[src/rtl/core/lusd_pkg.sv]
// types, constants and decode helpers shared by the lenient utf-8 stream decoder
`default_nettype none
package lusd_pkg;

  localparam int COUNT_BITS = 16;
  localparam int CP_BITS    = 21;

  localparam logic [7:0] ASCII_LIMIT = 8'h80;
  localparam logic [2:0] LEAD2_PAT   = 3'h6;
  localparam logic [3:0] LEAD3_PAT   = 4'he;
  localparam logic [4:0] LEAD4_PAT   = 5'h1e;
  localparam logic [7:0] LEAD2_MASK  = 8'h1f;
  localparam logic [7:0] LEAD3_MASK  = 8'h0f;
  localparam logic [7:0] LEAD4_MASK  = 8'h07;
  localparam logic [7:0] CONT_MASK   = 8'h3f;

  localparam logic [COUNT_BITS-1:0] CAP_RESET = {COUNT_BITS{1'b1}};

  typedef struct packed {
    logic [7:0] in_byte;
    logic       stream_last;
  } in_word_t;

  typedef struct packed {
    logic [CP_BITS-1:0]    code_point;
    logic [2:0]            bytes_used;
    logic                  point_valid;
    logic                  end_of_stream;
    logic [COUNT_BITS-1:0] total_emitted;
  } out_word_t;

  function automatic logic [2:0] lead_len(input logic [7:0] b);
    logic [2:0] len;
    len = 3'd1;
    if (b < ASCII_LIMIT) begin
      len = 3'd1;
    end else if (b[7:5] == LEAD2_PAT) begin
      len = 3'd2;
    end else if (b[7:4] == LEAD3_PAT) begin
      len = 3'd3;
    end else if (b[7:3] == LEAD4_PAT) begin
      len = 3'd4;
    end
    return len;
  endfunction

  function automatic logic [CP_BITS-1:0] assemble2(input logic [7:0] b0, input logic [7:0] b1);
    logic [7:0] m0;
    logic [7:0] m1;
    m0 = b0 & LEAD2_MASK;
    m1 = b1 & CONT_MASK;
    return {10'd0, m0[4:0], m1[5:0]};
  endfunction

  function automatic logic [CP_BITS-1:0] assemble3(input logic [7:0] b0, input logic [7:0] b1,
                                                   input logic [7:0] b2);
    logic [7:0] m0;
    logic [7:0] m1;
    logic [7:0] m2;
    m0 = b0 & LEAD3_MASK;
    m1 = b1 & CONT_MASK;
    m2 = b2 & CONT_MASK;
    return {5'd0, m0[3:0], m1[5:0], m2[5:0]};
  endfunction

  function automatic logic [CP_BITS-1:0] assemble4(input logic [7:0] b0, input logic [7:0] b1,
                                                   input logic [7:0] b2, input logic [7:0] b3);
    logic [7:0] m0;
    logic [7:0] m1;
    logic [7:0] m2;
    logic [7:0] m3;
    m0 = b0 & LEAD4_MASK;
    m1 = b1 & CONT_MASK;
    m2 = b2 & CONT_MASK;
    m3 = b3 & CONT_MASK;
    return {m0[2:0], m1[5:0], m2[5:0], m3[5:0]};
  endfunction

endpackage
`default_nettype wire

[src/rtl/core/lenient_utf8_stream_decoder.sv]
// top level of the lenient utf-8 stream decoder
// Takes one byte word per cycle, unless stalled, into an input register, decodes it in one
// pass against the open-sequence state and loads its results (zero to three words) into a
// three-entry result buffer that drains one word per cycle on dst while dst_stall is low. A
// byte yielding at most one word keeps the rate at one byte per cycle if dst is not stalled;
// one yielding more words holds the input until the single output port has drained the buffer
// to its last word. Writes on cfg set the per-stream cap on code points, taken at any time.
`default_nettype none
module lenient_utf8_stream_decoder (
  input  wire                                 clk,
  input  wire                                 rst,
  input  wire                                 src_valid,
  output logic                                src_stall,
  input  lusd_pkg::in_word_t                  src_data,
  output logic                                dst_valid,
  input  wire                                 dst_stall,
  output lusd_pkg::out_word_t                 dst_data,
  input  wire                                 cfg_valid,
  output logic                                cfg_ready,
  input  wire  [lusd_pkg::COUNT_BITS-1:0]     cfg_data
);

  lusd_pkg::in_word_t              in_q;
  logic                            in_q_valid;
  logic [7:0]                      held [3];
  logic [1:0]                      held_count;
  logic [2:0]                      seq_len;
  logic [lusd_pkg::COUNT_BITS-1:0] count;
  logic [lusd_pkg::COUNT_BITS-1:0] max_cp;
  lusd_pkg::out_word_t             res [3];
  logic [1:0]                      res_cnt;

  logic [7:0]                      held_next [3];
  logic [1:0]                      held_count_next;
  logic [2:0]                      seq_len_next;
  logic [lusd_pkg::COUNT_BITS-1:0] count_next;
  lusd_pkg::out_word_t             res_next [3];
  logic [1:0]                      res_cnt_next;

  logic [7:0]                      b;
  logic                            last;
  logic [2:0]                      lead;
  logic [2:0]                      held1_len;
  logic [lusd_pkg::CP_BITS-1:0]    cand_cp [3];
  logic [2:0]                      cand_used [3];
  logic [1:0]                      ncand;
  logic [lusd_pkg::COUNT_BITS-1:0] room;
  logic [2:0]                      emit_ok;
  logic [1:0]                      nres;
  logic                            dst_take;
  logic                            proc;

  assign b         = in_q.in_byte;
  assign last      = in_q.stream_last;
  assign lead      = lusd_pkg::lead_len(b);
  assign held1_len = lusd_pkg::lead_len(held[1]);

  assign dst_valid = (res_cnt != 2'd0);
  assign dst_data  = res[0];
  assign dst_take  = dst_valid && !dst_stall;
  assign proc      = in_q_valid && ((res_cnt == 2'd0) || ((res_cnt == 2'd1) && dst_take));
  assign src_stall = in_q_valid && !proc;
  assign cfg_ready = 1'b1;

  // candidate code points and sequence tracking
  always_comb begin
    for (int j = 0; j < 3; j++) begin
      cand_cp[j]   = '0;
      cand_used[j] = 3'd0;
      held_next[j] = held[j];
    end
    ncand           = 2'd0;
    held_count_next = held_count;
    seq_len_next    = seq_len;
    priority if (seq_len == 3'd0) begin
      if (lead == 3'd1 || last) begin
        cand_cp[0]   = {13'd0, b};
        cand_used[0] = 3'd1;
        ncand        = 2'd1;
      end else begin
        held_next[0]    = b;
        held_count_next = 2'd1;
        seq_len_next    = lead;
      end
    end else if (({1'b0, held_count} + 3'd1) >= seq_len) begin
      unique case (seq_len)
        3'd2: cand_cp[0] = lusd_pkg::assemble2(held[0], b);
        3'd3: cand_cp[0] = lusd_pkg::assemble3(held[0], held[1], b);
        default: cand_cp[0] = lusd_pkg::assemble4(held[0], held[1], held[2], b);
      endcase
      cand_used[0]    = seq_len;
      ncand           = 2'd1;
      held_count_next = 2'd0;
      seq_len_next    = 3'd0;
    end else if (!last) begin
      held_next[held_count] = b;
      held_count_next       = held_count + 2'd1;
    end else begin
      cand_cp[0]   = {13'd0, held[0]};
      cand_used[0] = 3'd1;
      if (held_count == 2'd1) begin
        cand_cp[1]   = {13'd0, b};
        cand_used[1] = 3'd1;
        ncand        = 2'd2;
      end else if (held1_len == 3'd2) begin
        cand_cp[1]   = lusd_pkg::assemble2(held[1], b);
        cand_used[1] = 3'd2;
        ncand        = 2'd2;
      end else begin
        cand_cp[1]   = {13'd0, held[1]};
        cand_used[1] = 3'd1;
        cand_cp[2]   = {13'd0, b};
        cand_used[2] = 3'd1;
        ncand        = 2'd3;
      end
      held_count_next = 2'd0;
      seq_len_next    = 3'd0;
    end
    if (last) begin
      held_count_next = 2'd0;
      seq_len_next    = 3'd0;
    end
  end

  // cap, end mark and result words
  always_comb begin
    room = (max_cp > count) ? (max_cp - count) : '0;
    for (int j = 0; j < 3; j++) begin
      emit_ok[j] = (ncand > 2'(j)) && (room > lusd_pkg::COUNT_BITS'(j));
    end
    priority if (emit_ok[2]) begin
      nres = 2'd3;
    end else if (emit_ok[1]) begin
      nres = 2'd2;
    end else if (emit_ok[0]) begin
      nres = 2'd1;
    end else begin
      nres = 2'd0;
    end
    for (int j = 0; j < 3; j++) begin
      res_next[j].code_point    = cand_cp[j];
      res_next[j].bytes_used    = cand_used[j];
      res_next[j].point_valid   = 1'b1;
      res_next[j].end_of_stream = last && (nres == 2'(j + 1));
      res_next[j].total_emitted = count + lusd_pkg::COUNT_BITS'(j + 1);
    end
    res_cnt_next = nres;
    if (last && nres == 2'd0) begin
      res_next[0].code_point    = '0;
      res_next[0].bytes_used    = 3'd0;
      res_next[0].point_valid   = 1'b0;
      res_next[0].end_of_stream = 1'b1;
      res_next[0].total_emitted = count;
      res_cnt_next              = 2'd1;
    end
    count_next = last ? '0 : (count + lusd_pkg::COUNT_BITS'(nres));
  end

  always_ff @(posedge clk) begin
    if (rst) begin
      in_q_valid <= 1'b0;
      held_count <= 2'd0;
      seq_len    <= 3'd0;
      count      <= '0;
      max_cp     <= lusd_pkg::CAP_RESET;
      res_cnt    <= 2'd0;
    end else begin
      if (cfg_valid && cfg_ready) begin
        max_cp <= cfg_data;
      end
      if (src_valid && !src_stall) begin
        in_q_valid <= 1'b1;
      end else if (proc) begin
        in_q_valid <= 1'b0;
      end
      if (proc) begin
        held_count <= held_count_next;
        seq_len    <= seq_len_next;
        count      <= count_next;
        res_cnt    <= res_cnt_next;
      end else if (dst_take) begin
        res_cnt <= res_cnt - 2'd1;
      end
    end
  end

  always_ff @(posedge clk) begin
    if (src_valid && !src_stall) begin
      in_q <= src_data;
    end
    if (proc) begin
      for (int j = 0; j < 3; j++) begin
        held[j] <= held_next[j];
        res[j]  <= res_next[j];
      end
    end else if (dst_take) begin
      res[0] <= res[1];
      res[1] <= res[2];
    end
  end

endmodule
`default_nettype wire

[config.mk]
export PLATFORM = sky130hd
export DESIGN_NAME = lenient_utf8_stream_decoder
export DESIGN_NICKNAME = d
export VERILOG_FILES = /design/src/rtl/core/lusd_pkg.sv /design/src/rtl/core/lenient_utf8_stream_decoder.sv
export SDC_FILE = /design/constraint.sdc
export NUM_CORES = 1
export LEC_CHECK = 0
export ABC_AREA = 1
export BUFFER_PORTS_ARGS = -buffer_cell sky130_fd_sc_hd__buf_2
export CAP_MARGIN = 5
export CORE_MARGIN = 1.5
export CORE_UTILIZATION = 55
export DETAILED_ROUTE_END_ITERATION = 7
export PLACE_DENSITY = 0.82
export SYNTH_ARGS = -nofsm -noshare
export SYNTH_HDL_FRONTEND = slang
export SYNTH_SLANG_ARGS = --single-unit
[constraint.sdc]
create_clock -name clk -period 5.6 [get_ports clk]
set_input_delay 1.12 -clock clk [delete_from_list [all_inputs] [get_ports clk]]
set_output_delay 1.12 -clock clk [all_outputs]
set_load 0.1 [all_outputs]
==> results.py, run 1 <==
metrics = {
    "synthesis": {
        "synth_edf_count": 129,
        "synth-seq-area-share": 0.493,
        "synthesis.area_per_instance_um2": 8.37,
        "synth-main-ff-cell": "edfxtp_1",
        "synthesis.area_um2": 9490,
        "yosys.area.top_type": "edfxtp_1",
        "synthTopCellsByArea": "edfxtp_1 41%, nand2_1 13%, dfxtp_1 8.4%",
        "syn-instance-count": 1133,
        "synthMostInstantiatedCell": "nand2_1",
        "synth_cell_types": 47,
        "async_flop_share": 0,
        "yosysWarnings": 0,
        "synth.net_count": 1196,
        "netlist_top_cells_count": "321 x nand2_1, 149 x inv_1, 129 x edfxtp_1",
        "synth_top_cell_area_share": 0.408,
        "synth.ff_latch_count": 169,
    },
    "sta": {
        "finalMaxSlewViolations": 0,
        "grt_setup_unrepaired": "false",
        "finalSetupTns_ns": 0,
        "period_minus_slack_ns": 4.53,
        "achievable_freq_mhz": 221,
        "final.period_utilization": 0.809,
        "worst-slew-pin-transition_ns": 1.03,
        "max_slew_margin": 0.315,
        "setup_violations": 0,
        "skew_ns": 0.00763,
        "timing.final.hold_violations": 0,
    },
    "floorplanning": {
        "core_area_um2": 16700,
        "die_area_um2": 18000,
        "num_rows": 47,
        "floorplan.io_pins": 75,
        "die-height_um": 134,
        "chipWidth_um": 134,
        "start_util": 0.568,
    },
    "pwr": {
        "leakage_nw": 4.42,
        "worst_ir_drop_vdd_uv": 317,
        "internal_power_mw": 2.66,
        "power_per_cell_area_nw_per_um2": 448,
        "netSwitchingFraction": 0.426,
        "pwr-share-clk": 0.252,
        "net-switching-power_mw": 1.97,
        "p_seq_frac": 0.383,
        "comb_power_share": 0.365,
    },
    "setup_path": {
        "cp_slowest_stage_delay_ns": 0.44,
        "worst_ep_required_time_ns": 5.96,
        "worst_setup_path_end_kind": "register",
        "critical_path_class": "register to register",
        "timing.critical_path.slowest_stage_cell": "dfxtp_1",
        "cp_common_cell": "nand2_1",
        "worstPathArrival_ns": 4.89,
        "critical_path.startpoint_type": "register",
        "cp_max_fo": 10,
    },
    "detailed_routing": {
        "drc": 0,
        "antenna_violating_nets_post_route": 0,
        "dr_total_vias": 7527,
        "drt_first_iter_violations": 604,
        "first_pass_iters": 5,
        "post_drt_wl_per_cell_um": 15.2,
        "finalWirelength_um": 21300,
        "drt-vias-per-instance": 5.39,
    },
    "clocking": {
        "clkTransAtPathRegs_ns": 0.06,
        "cts_buffer_count": 17,
        "cts-hold-fix-buffers": 0,
        "number_of_gates_resized_after_cts": 0,
        "cts_post_setup_buffers_inserted": 0,
        "cts-root-to-sink-buffers": 2,
        "ctsHtreeMaxLevel": 4,
        "clk_root_buffer_cell": "clkbuf_16",
        "tritoncts_num_sinks": 169,
        "tritoncts": "yes",
        "insertion_delay_ns": 0.43,
    },
    "finish": {
        "fraction_of_final_layout_cells_with_drive_strength_greater_than_1": 0.112,
        "layout.nets": 1226,
        "final_design_area_no_fill_um2": 10300,
        "fillers": 1418,
        "diodes": 0,
        "flow.area_growth_from_synthesis_pct": 8.86,
        "postLayoutCoreUtil": 0.618,
    },
    "placed_design": {
        "detailed_place.area_um2": 9740,
        "routabilityCongestion": 0.936,
        "io_buffers": 73,
        "dp_hpwl_um": 15200,
    },
    "run_status": {
        "outcome": "finished, final reports clean",
    },
    "global_route": {
        "pin_count_of_the_biggest_net_entering_global_routing": 75,
        "vias_in_the_first_global_route": 7106,
        "grt_usage": 0.247,
        "wire_length_of_the_first_global_routing_pass_um": 34700,
        "antenna_violations_before_repair": 1,
        "globalRoute.totalOverflow": 0,
    },
    "run": {
        "timing.max_cap.violations": 0,
    },
    "worst_hold_path": {
        "worstHoldPathType": "register to register",
    },
}
-- final timing paths --
kind	start	endpoint	slack, ns	cells after the start
max	count[0]	count[12]	1.07	29
min	max_cp[12]	max_cp[12]	0.46	2
max reg2reg	count[0]	count[12]	1.07	29
min reg2reg	max_cp[12]	max_cp[12]	0.46	2
-- state kept, by name, indices dropped and copies added, names as in the netlist --
name,flops
b,8
held,22
held_count,2
res,98
last,1
count,16
seq_len,3
max_cp,16
in_q_valid,1
res_cnt,2
-- logic make-up (layout without fill, tap and decap cells) --
kind of cell | after synthesis | after routing | share of synthesized area
AO/OA/AOI/OAI | 164 | 164 | 0.0991
XOR/XNOR | 35 | 35 | 0.0323
adder cells (fa/ha/maj) | 33 | 33 | 0.0451
buffers and inverters | 221 | 264 | 0.106
flip-flops | 169 | 169 | 0.493
other | 1 | 1 | 0.000395
AND/OR/NAND/NOR | 510 | 510 | 0.224
-- critical path: cells and delay by family (launching register included) --
kind | cells | cell delay [ns]
compound gates | 3 | 0.61
buf+inv | 6 | 0.46
flops | 1 | 0.44
fa+ha+maj | 4 | 1.21
simple gates | 16 | 1.74
-- routing by layer --
layer	up-vias	GRT usage	routed length, µm
met5	-	0	10
met4	2	0.103	565
met3	59	0.0567	1590
met2	318	0.371	9290
met1	3416	0.345	9810
li1	3732	-	-
-- power by group through the flow --
stage	sequential, mW	clock (mW)	combinational (mW)
floorplan	1.79	0	1.52
global placement	1.79	0	1.66
detailed placement	1.80	0	1.68
CTS	1.77	1.17	1.69
global route	1.80	1.22	1.81
finish	1.77	1.17	1.69
-- cell type report --
| cell class | count | area (µm²) | area share |
|---|---|---|---|
| timing repair buffer | 77 | 395 | 0.0383 |
| tap | 220 | 275 | 0.0267 |
| clock buffer | 23 | 468 | 0.0453 |
| sequential | 169 | 4670 | 0.453 |
| inverter | 155 | 582 | 0.0563 |
| clock inverter | 9 | 115 | 0.0111 |
| multi-input combinational | 743 | 3820 | 0.370 |
-- placed cells by master (no fill, tap or decap), drive strengths merged, types with 4 or more instances in the layout --
cell type | synthesis | layout
dfxtp | 40 | 40
o31ai | 4 | 4
nor3 | 11 | 11
clkbuf | 17 | 23
a22oi | 6 | 6
inv | 154 | 156
nand2 | 325 | 325
nand3 | 59 | 59
nor2 | 102 | 102
nand4 | 5 | 5
a211oi | 7 | 7
clkinv | 1 | 4
ha | 31 | 31
edfxtp | 129 | 129
a221oi | 4 | 4
a22o | 6 | 6
o22ai | 5 | 5
buf | 49 | 77
xor2 | 31 | 31
nand3b | 4 | 4
a21oi | 50 | 50
o21ai | 74 | 74
xnor2 | 4 | 4
-- stage by stage --
stage	instances	setup slack (ns)	total power [mW]	hold slack (ns)
floorplan	1133	1.17	3.31	0.433
finish	1396	1.07	4.63	0.462
detailed placement	1364	1.30	3.48	0.449
global route	1396	0.566	4.83	0.490
CTS	1396	1.14	4.64	0.464
global placement	1364	1.42	3.45	0.446
Note: power is estimated with default switching activity, not from simulation.
==> run 2: changes to the inputs <==
Settings changed: ABC_AREA 1 to 0.
Clock period 5.6 ns to 4.2 ns, I/O delays scaled along.
==> run 2 against run 1 <==
  * Flip-flop and latch count unchanged
  * Utilization is 2.8 points higher
  * Clock skew up 0.0055 ns
  * Wire length is 2.8% higher
  * Combinational power shrank 22%
  * Critical path depth fell by 9
  * Synthesized cell count fell by 17%
  * Via count decreased by 2.4%
  * Largest power group unchanged
==> results.py, run 2 <==
metrics = {
    "synthesis": {
        "synth.net_count": 1008,
        "synthesis.area_um2": 9420,
        "syn-instance-count": 945,
        "synth.ff_latch_count": 169,
        "synth_cell_types": 73,
        "synth_edf_count": 129,
        "synth-seq-area-share": 0.496,
        "yosys.area.top_type": "edfxtp_1",
        "synthTopCellsByArea": "edfxtp_1 41%, dfxtp_1 8.5%, nand2_1 4.3%",
        "synth_top_cell_area_share": 0.411,
        "async_flop_share": 0,
        "synthesis.area_per_instance_um2": 9.97,
        "synth-main-ff-cell": "edfxtp_1",
        "netlist_top_cells_count": "129 x edfxtp_1, 107 x nand2_1, 74 x nor2_1",
        "yosysWarnings": 0,
        "synthMostInstantiatedCell": "edfxtp_1",
    },
    "setup_path": {
        "critical_path_class": "register to register",
        "buffer_and_inverter_count_on_the_worst_path": 4,
        "critical-path-top-delay-family": "simple AND/OR/NAND/NOR gates",
        "worstPathArrival_ns": 4.46,
        "worst_ep_required_time_ns": 4.56,
        "cp_slowest_stage_delay_ns": 0.38,
        "cp_max_fo": 6,
        "worstPathCellList": "ha_4 > fa_2 > and2b_2 > buf_6 > o2111a_2 > o211a_1 > o31ai_1 > a211oi_1 > buf_4 > and4b_1 > and4_1 > nor3_2 > inv_1 > ha_4 > inv_2 > fa_2 > nor2_4 > nand2_2 > or3_1 > a21oi_1",
        "critical_path.startpoint_type": "register",
        "worst_setup_path_end_kind": "register",
        "timing.critical_path.slowest_stage_cell": "fa_2",
    },
    "finish": {
        "flow.area_growth_from_synthesis_pct": 14.1,
        "largestRegisters": "res: 98 flops, held: 22 flops",
        "diodes": 0,
        "layout_common_cells": "129 x edfxtp_1, 106 x nand2_1, 73 x buf_2, 72 x nor2_1, 53 x buf_4",
        "largest_register": "res",
        "final_common_cell": "edfxtp_1",
        "fraction_of_final_layout_cells_with_drive_strength_greater_than_1": 0.203,
        "postLayoutCoreUtil": 0.646,
        "layout.nets": 1059,
        "largest_register_ffs": 98,
    },
    "sta": {
        "period_minus_slack_ns": 4.10,
        "skew_ns": 0.0131,
        "max_slew_margin": 0.391,
        "achievable_freq_mhz": 244,
        "final.period_utilization": 0.977,
        "timing.final.hold_violations": 0,
        "worst_hold_slack_ns": 0.477,
        "finalSetupTns_ns": 0,
        "worst-slew-pin-transition_ns": 0.914,
        "grt_setup_unrepaired": "true",
        "setup_violations": 0,
        "finalMaxSlewViolations": 0,
        "final.setup.worst_slack_ns": 0.0951,
    },
    "pwr": {
        "leakage_nw": 3.97,
        "power_per_cell_area_nw_per_um2": 477,
        "worst_ir_drop_vdd_uv": 349,
        "design_power_total_mw": 5.13,
    },
    "global_route": {
        "globalRoute.totalOverflow": 0,
        "gr-usage-met3": 0.0514,
        "antenna_violations_before_repair": 0,
        "pin_count_of_the_biggest_net_entering_global_routing": 82,
        "grtUsageMet1": 0.356,
        "vias_in_the_first_global_route": 6723,
        "grt_busiest_layer": "met2",
        "use_met2": 0.373,
        "grt_usage": 0.245,
        "wire_length_of_the_first_global_routing_pass_um": 34400,
    },
    "clocking": {
        "cts_buffer_count": 17,
        "clkTransAtPathRegs_ns": 0.07,
        "tritoncts_num_sinks": 169,
        "tritoncts": "yes",
        "ctsHtreeMaxLevel": 4,
        "cts-root-to-sink-buffers": 2,
        "insertion_delay_ns": 0.44,
        "cts-hold-fix-buffers": 0,
        "clk_root_buffer_cell": "clkbuf_16",
    },
    "floorplanning": {
        "core_area_um2": 16600,
        "start_util": 0.566,
        "floorplan.io_pins": 75,
        "die_area_um2": 17900,
        "chipWidth_um": 134,
        "num_rows": 47,
        "die-height_um": 134,
    },
    "detailed_routing": {
        "finalWirelength_um": 21800,
        "drt-vias-per-instance": 5.98,
        "drt_first_iter_violations": 908,
        "first_pass_iters": 5,
        "drc": 0,
        "post_drt_wl_per_cell_um": 17.8,
        "dr_total_vias": 7347,
        "antenna_violating_nets_post_route": 0,
    },
    "worst_hold_path": {
        "worstHoldPathType": "register to register",
    },
    "run": {
        "timing.max_cap.violations": 0,
    },
    "placed_design": {
        "dp_hpwl_um": 14900,
        "io_buffers": 73,
        "routabilityCongestion": 0.885,
        "dp_worst_setup_slack_ns": -0.0645,
    },
    "run_status": {
        "outcome": "finished, final reports clean",
    },
}
-- run 2: worst paths after layout --
path              from         to  depth (start not counted)  slack (ns)
min          max_cp[6]  max_cp[6]                          2        0.48
max reg2reg   count[0]  count[12]                         20         0.1
min reg2reg  max_cp[6]  max_cp[6]                          2        0.48
max           count[0]  count[12]                         20         0.1
-- run 2: per-stage QoR --
| step | instance area (µm²) | instances |
|---|---|---|
| 2_1_floorplan | 9430 | 945 |
| 3_3_place_gp | 9920 | 1191 |
| 3_5_place_dp | 9920 | 1191 |
| 4_1_cts | 10600 | 1222 |
| 5_1_grt | 10800 | 1228 |
| 6_report | 10800 | 1228 |
-- run 2: layout make-up --
type / count / area (µm²)
fill: 1255 / 5890
sequential: 169 / 4680
multi-input combinational: 643 / 4240
timing repair buffer: 128 / 795
clock buffer: 18 / 429
tap: 220 / 275
clock inverter: 13 / 200
inverter: 37 / 139
-- run 2: cell families after synthesis --
| kind of cell | after synthesis | synth area share |
|---|---|---|
| buf+inv | 133 | 0.0724 |
| flops | 169 | 0.496 |
| compound gates | 206 | 0.142 |
| xor+xnor | 43 | 0.0400 |
| fa+ha+maj | 33 | 0.0454 |
| other cells | 1 | 0.000398 |
| simple gates | 331 | 0.172 |
| mux | 29 | 0.0311 |
-- run 2: report_power, final --
| part | leakage (nW) | switching (mW) | internal [mW] | total, mW |
|---|---|---|---|---|
| clock | 0.310 | 0.652 | 1.05 | 1.70 |
| sequential | 1.56 | 0.0614 | 2.05 | 2.11 |
| combinational | 2.10 | 1.05 | 0.257 | 1.31 |
-- run 2: timing repair --
| action | CTS | global route |
|---|---|---|
| pin swaps | 1 | 19 |
| gates resized for setup | 4 | 37 |
| endpoints found under the setup margin | 9 | 17 |
| buffers inserted | 0 | 6 |
-- run 2: per-layer routing --
metal  wire, µm  up-vias
met1       9690     3485
li1           -     3475
met4        416        0
met2       9890      347
met5          0        -
met3       1840       40
-- run 2: worst reg2reg max path: cells and delay by family, from the launching register on --
family                   cells  cell delay (ns)
AND/OR/NAND/NOR              7             1.27
adder cells (fa/ha/maj)      4             1.07
AO/OA/AOI/OAI                5             0.91
buffers and inverters        4             0.44
flip-flops                   1             0.34
==> run 3: changes to the inputs <==
Settings changed: CELL_PAD_IN_SITES_DETAIL_PLACEMENT from default to 1, CELL_PAD_IN_SITES_GLOBAL_PLACEMENT from default to 1, CORE_MARGIN 1.5 to default, CORE_UTILIZATION 55 to 48, PLACE_DENSITY 0.82 to 0.89, REMOVE_ABC_BUFFERS from default to 1.
==> run 3 against run 2 <==
  * Wire length rose by 45%
  * Combinational power is 6% higher
  * Global-route usage increased by 4.4 points
  * Clock power decreased by 4%
  * Flip-flop and latch count stayed put
  * Largest power group unchanged
  * Highest routed layer unchanged
  * Die area up 13%
  * Non-clock buffer count up 5
  * Final cell count increased by 3.7%
  * Clock skew grew 0.0017 ns
  * The flow now finishes with violations (setup timing)
==> results.py, run 3 (same netlist as run 2, synthesis figures left out) <==
metrics = {
    "clocking": {
        "insertion_delay_ns": 0.46,
        "clkTransAtPathRegs_ns": 0.08,
        "cts_buffer_count": 17,
        "tritoncts": "yes",
        "tritoncts_num_sinks": 169,
        "clk_root_buffer_cell": "clkbuf_16",
        "cts-root-to-sink-buffers": 2,
        "ctsHtreeMaxLevel": 4,
    },
    "setup_path": {
        "critical_path_class": "register to register",
        "crit-reg2reg-capture": "count[4]",
        "cp_max_fo": 7,
        "worstPathArrival_ns": 4.57,
        "cp_startpoint": "count[12]",
        "critical_path.startpoint_type": "register",
        "reg2reg_depth": 19,
        "setup.worst_path.end": "count[4]",
        "worst_ep_required_time_ns": 4.49,
        "crit-reg2reg-launch": "count[12]",
        "worst_setup_path_end_kind": "register",
        "r2r_slack_ns": -0.09,
    },
    "pwr": {
        "design_power_total_mw": 5.17,
        "leakage_nw": 4.02,
        "worst_ir_drop_vdd_uv": 289,
        "power_per_cell_area_nw_per_um2": 471,
    },
    "sta": {
        "final.setup.worst_slack_ns": -0.0854,
        "finalMaxSlewViolations": 0,
        "setup_violations": 4,
        "grt_setup_unrepaired": "true",
        "final.period_utilization": 1.02,
        "skew_ns": 0.0148,
        "timing.final.hold_violations": 0,
        "max_slew_margin": 0.159,
        "worst-slew-pin-transition_ns": 1.26,
        "achievable_freq_mhz": 233,
        "period_minus_slack_ns": 4.29,
    },
    "finish": {
        "flow.area_growth_from_synthesis_pct": 16.5,
        "fraction_of_final_layout_cells_with_drive_strength_greater_than_1": 0.227,
        "largestRegisters": "res: 98 flops, held: 22 flops",
        "fillers": 2055,
        "largest_register_ffs": 98,
        "diodes": 0,
        "largest_register": "res",
        "layout.nets": 1064,
        "layout_common_cells": "129 x edfxtp_1, 105 x nand2_1, 73 x buf_2, 72 x nor2_1, 54 x buf_4",
        "final_common_cell": "edfxtp_1",
    },
    "floorplanning": {
        "num_rows": 50,
        "floorplan.io_pins": 75,
        "die_area_um2": 20200,
        "die-height_um": 142,
        "start_util": 0.497,
        "chipWidth_um": 142,
        "core_area_um2": 19000,
    },
    "global_route": {
        "vias_in_the_first_global_route": 7822,
        "pin_count_of_the_biggest_net_entering_global_routing": 77,
        "antenna_violations_before_repair": 0,
        "globalRoute.totalOverflow": 0,
        "grt_usage": 0.289,
        "wire_length_of_the_first_global_routing_pass_um": 43700,
    },
    "detailed_routing": {
        "first_pass_iters": 5,
        "drc": 0,
        "dr_total_vias": 8112,
        "drt-vias-per-instance": 6.37,
        "finalWirelength_um": 31700,
        "post_drt_wl_per_cell_um": 24.9,
        "drt_first_iter_violations": 849,
        "antenna_violating_nets_post_route": 0,
    },
    "placed_design": {
        "dp_worst_setup_slack_ns": -0.173,
        "routabilityCongestion": 0.857,
        "dp_hpwl_um": 18800,
        "io_buffers": 73,
    },
    "run": {
        "timing.max_cap.violations": 0,
    },
    "worst_hold_path": {
        "worstHoldPathType": "register to register",
    },
    "run_status": {
        "failed_checks": "setup timing",
        "outcome": "finished with violations",
    },
}
run 3: cell count changes in the layout (fill, tap and decap cells not counted), sizes merged:
cell,change
clkbuf,-1
inv,+7
bufinv,-5
buf,+5
run 3: cell type report:
| class | count | area (µm²) | share of cell area |
|---|---|---|---|
| clock buffers | 17 | 425 | 0.0388 |
| well taps | 260 | 325 | 0.0296 |
| repair buffers | 133 | 856 | 0.0780 |
| clock inverters | 15 | 175 | 0.0160 |
| inverters | 37 | 139 | 0.0127 |
| flip-flops and latches | 169 | 4680 | 0.426 |
| multi-input cells | 643 | 4380 | 0.399 |
run 3: metrics by stage:
stage	instance area, µm²	instances	hold slack (ns)	utilization	TNS [ns]
2_1_floorplan	8880	849	0.446	-	-288.09
5_1_grt	11000	1274	0.505	0.579	-1.36
6_report	11000	1274	0.486	0.579	-0.217
3_5_place_dp	10000	1236	0.474	0.528	-1.34
3_3_place_gp	10000	1236	0.464	0.528	0
4_1_cts	10700	1270	0.494	0.564	0
run 3: how the worst min path moves through the flow:
stage / start / endpoint / slack, ns / depth (start not counted)
final: max_cp[9] / max_cp[9] / 0.49 / 2
after global placement: max_cp[10] / max_cp[10] / 0.46 / 2
after detailed placement: max_cp[14] / max_cp[14] / 0.47 / 2
after global routing: max_cp[9] / max_cp[9] / 0.51 / 2
after floorplan: max_cp[10] / max_cp[10] / 0.45 / 2
after CTS: max_cp[12] / max_cp[12] / 0.49 / 2
run 3: what timing repair did:
item / CTS / global route
pin swaps: 3 / 12
buffers inserted: 2 / 4
setup endpoints to repair: 14 / 14
hold buffers: 0 / 0
gates resized for setup: 12 / 57
run 3: report_power, final:
part           internal, mW  switching, mW  leakage, nW
clock network         0.807          0.836        0.291
logic                 0.267           1.12         2.17
registers              2.05         0.0865         1.56
total                  3.13           2.05         4.02
run 3: routing by layer:
layer	track usage	wire length (µm)	vias up
li1	-	-	3494
met1	0.353	12200	4008
met2	0.505	15800	484
met3	0.0522	2270	126
met4	0.111	1330	0
met5	0	0	-
run 3: critical path, stage by stage, from the launching register on:
cell and delay (ns):
dfxtp_1 0.45, clkinv_1 0.17, ha_2 0.41, and2_2 0.24, nor4bb_4 0.23, o31ai_2 0.16
and3_1 0.23, a21o_1 0.20, a221oi_2 0.28, and4_1 0.27, nor3_2 0.06, inv_1 0.06
ha_2 0.19, inv_2 0.04, fa_2 0.39, nor2_4 0.18, buf_6 0.18, nand3_4 0.08
xnor2_2 0.18, nor2_1 0.10
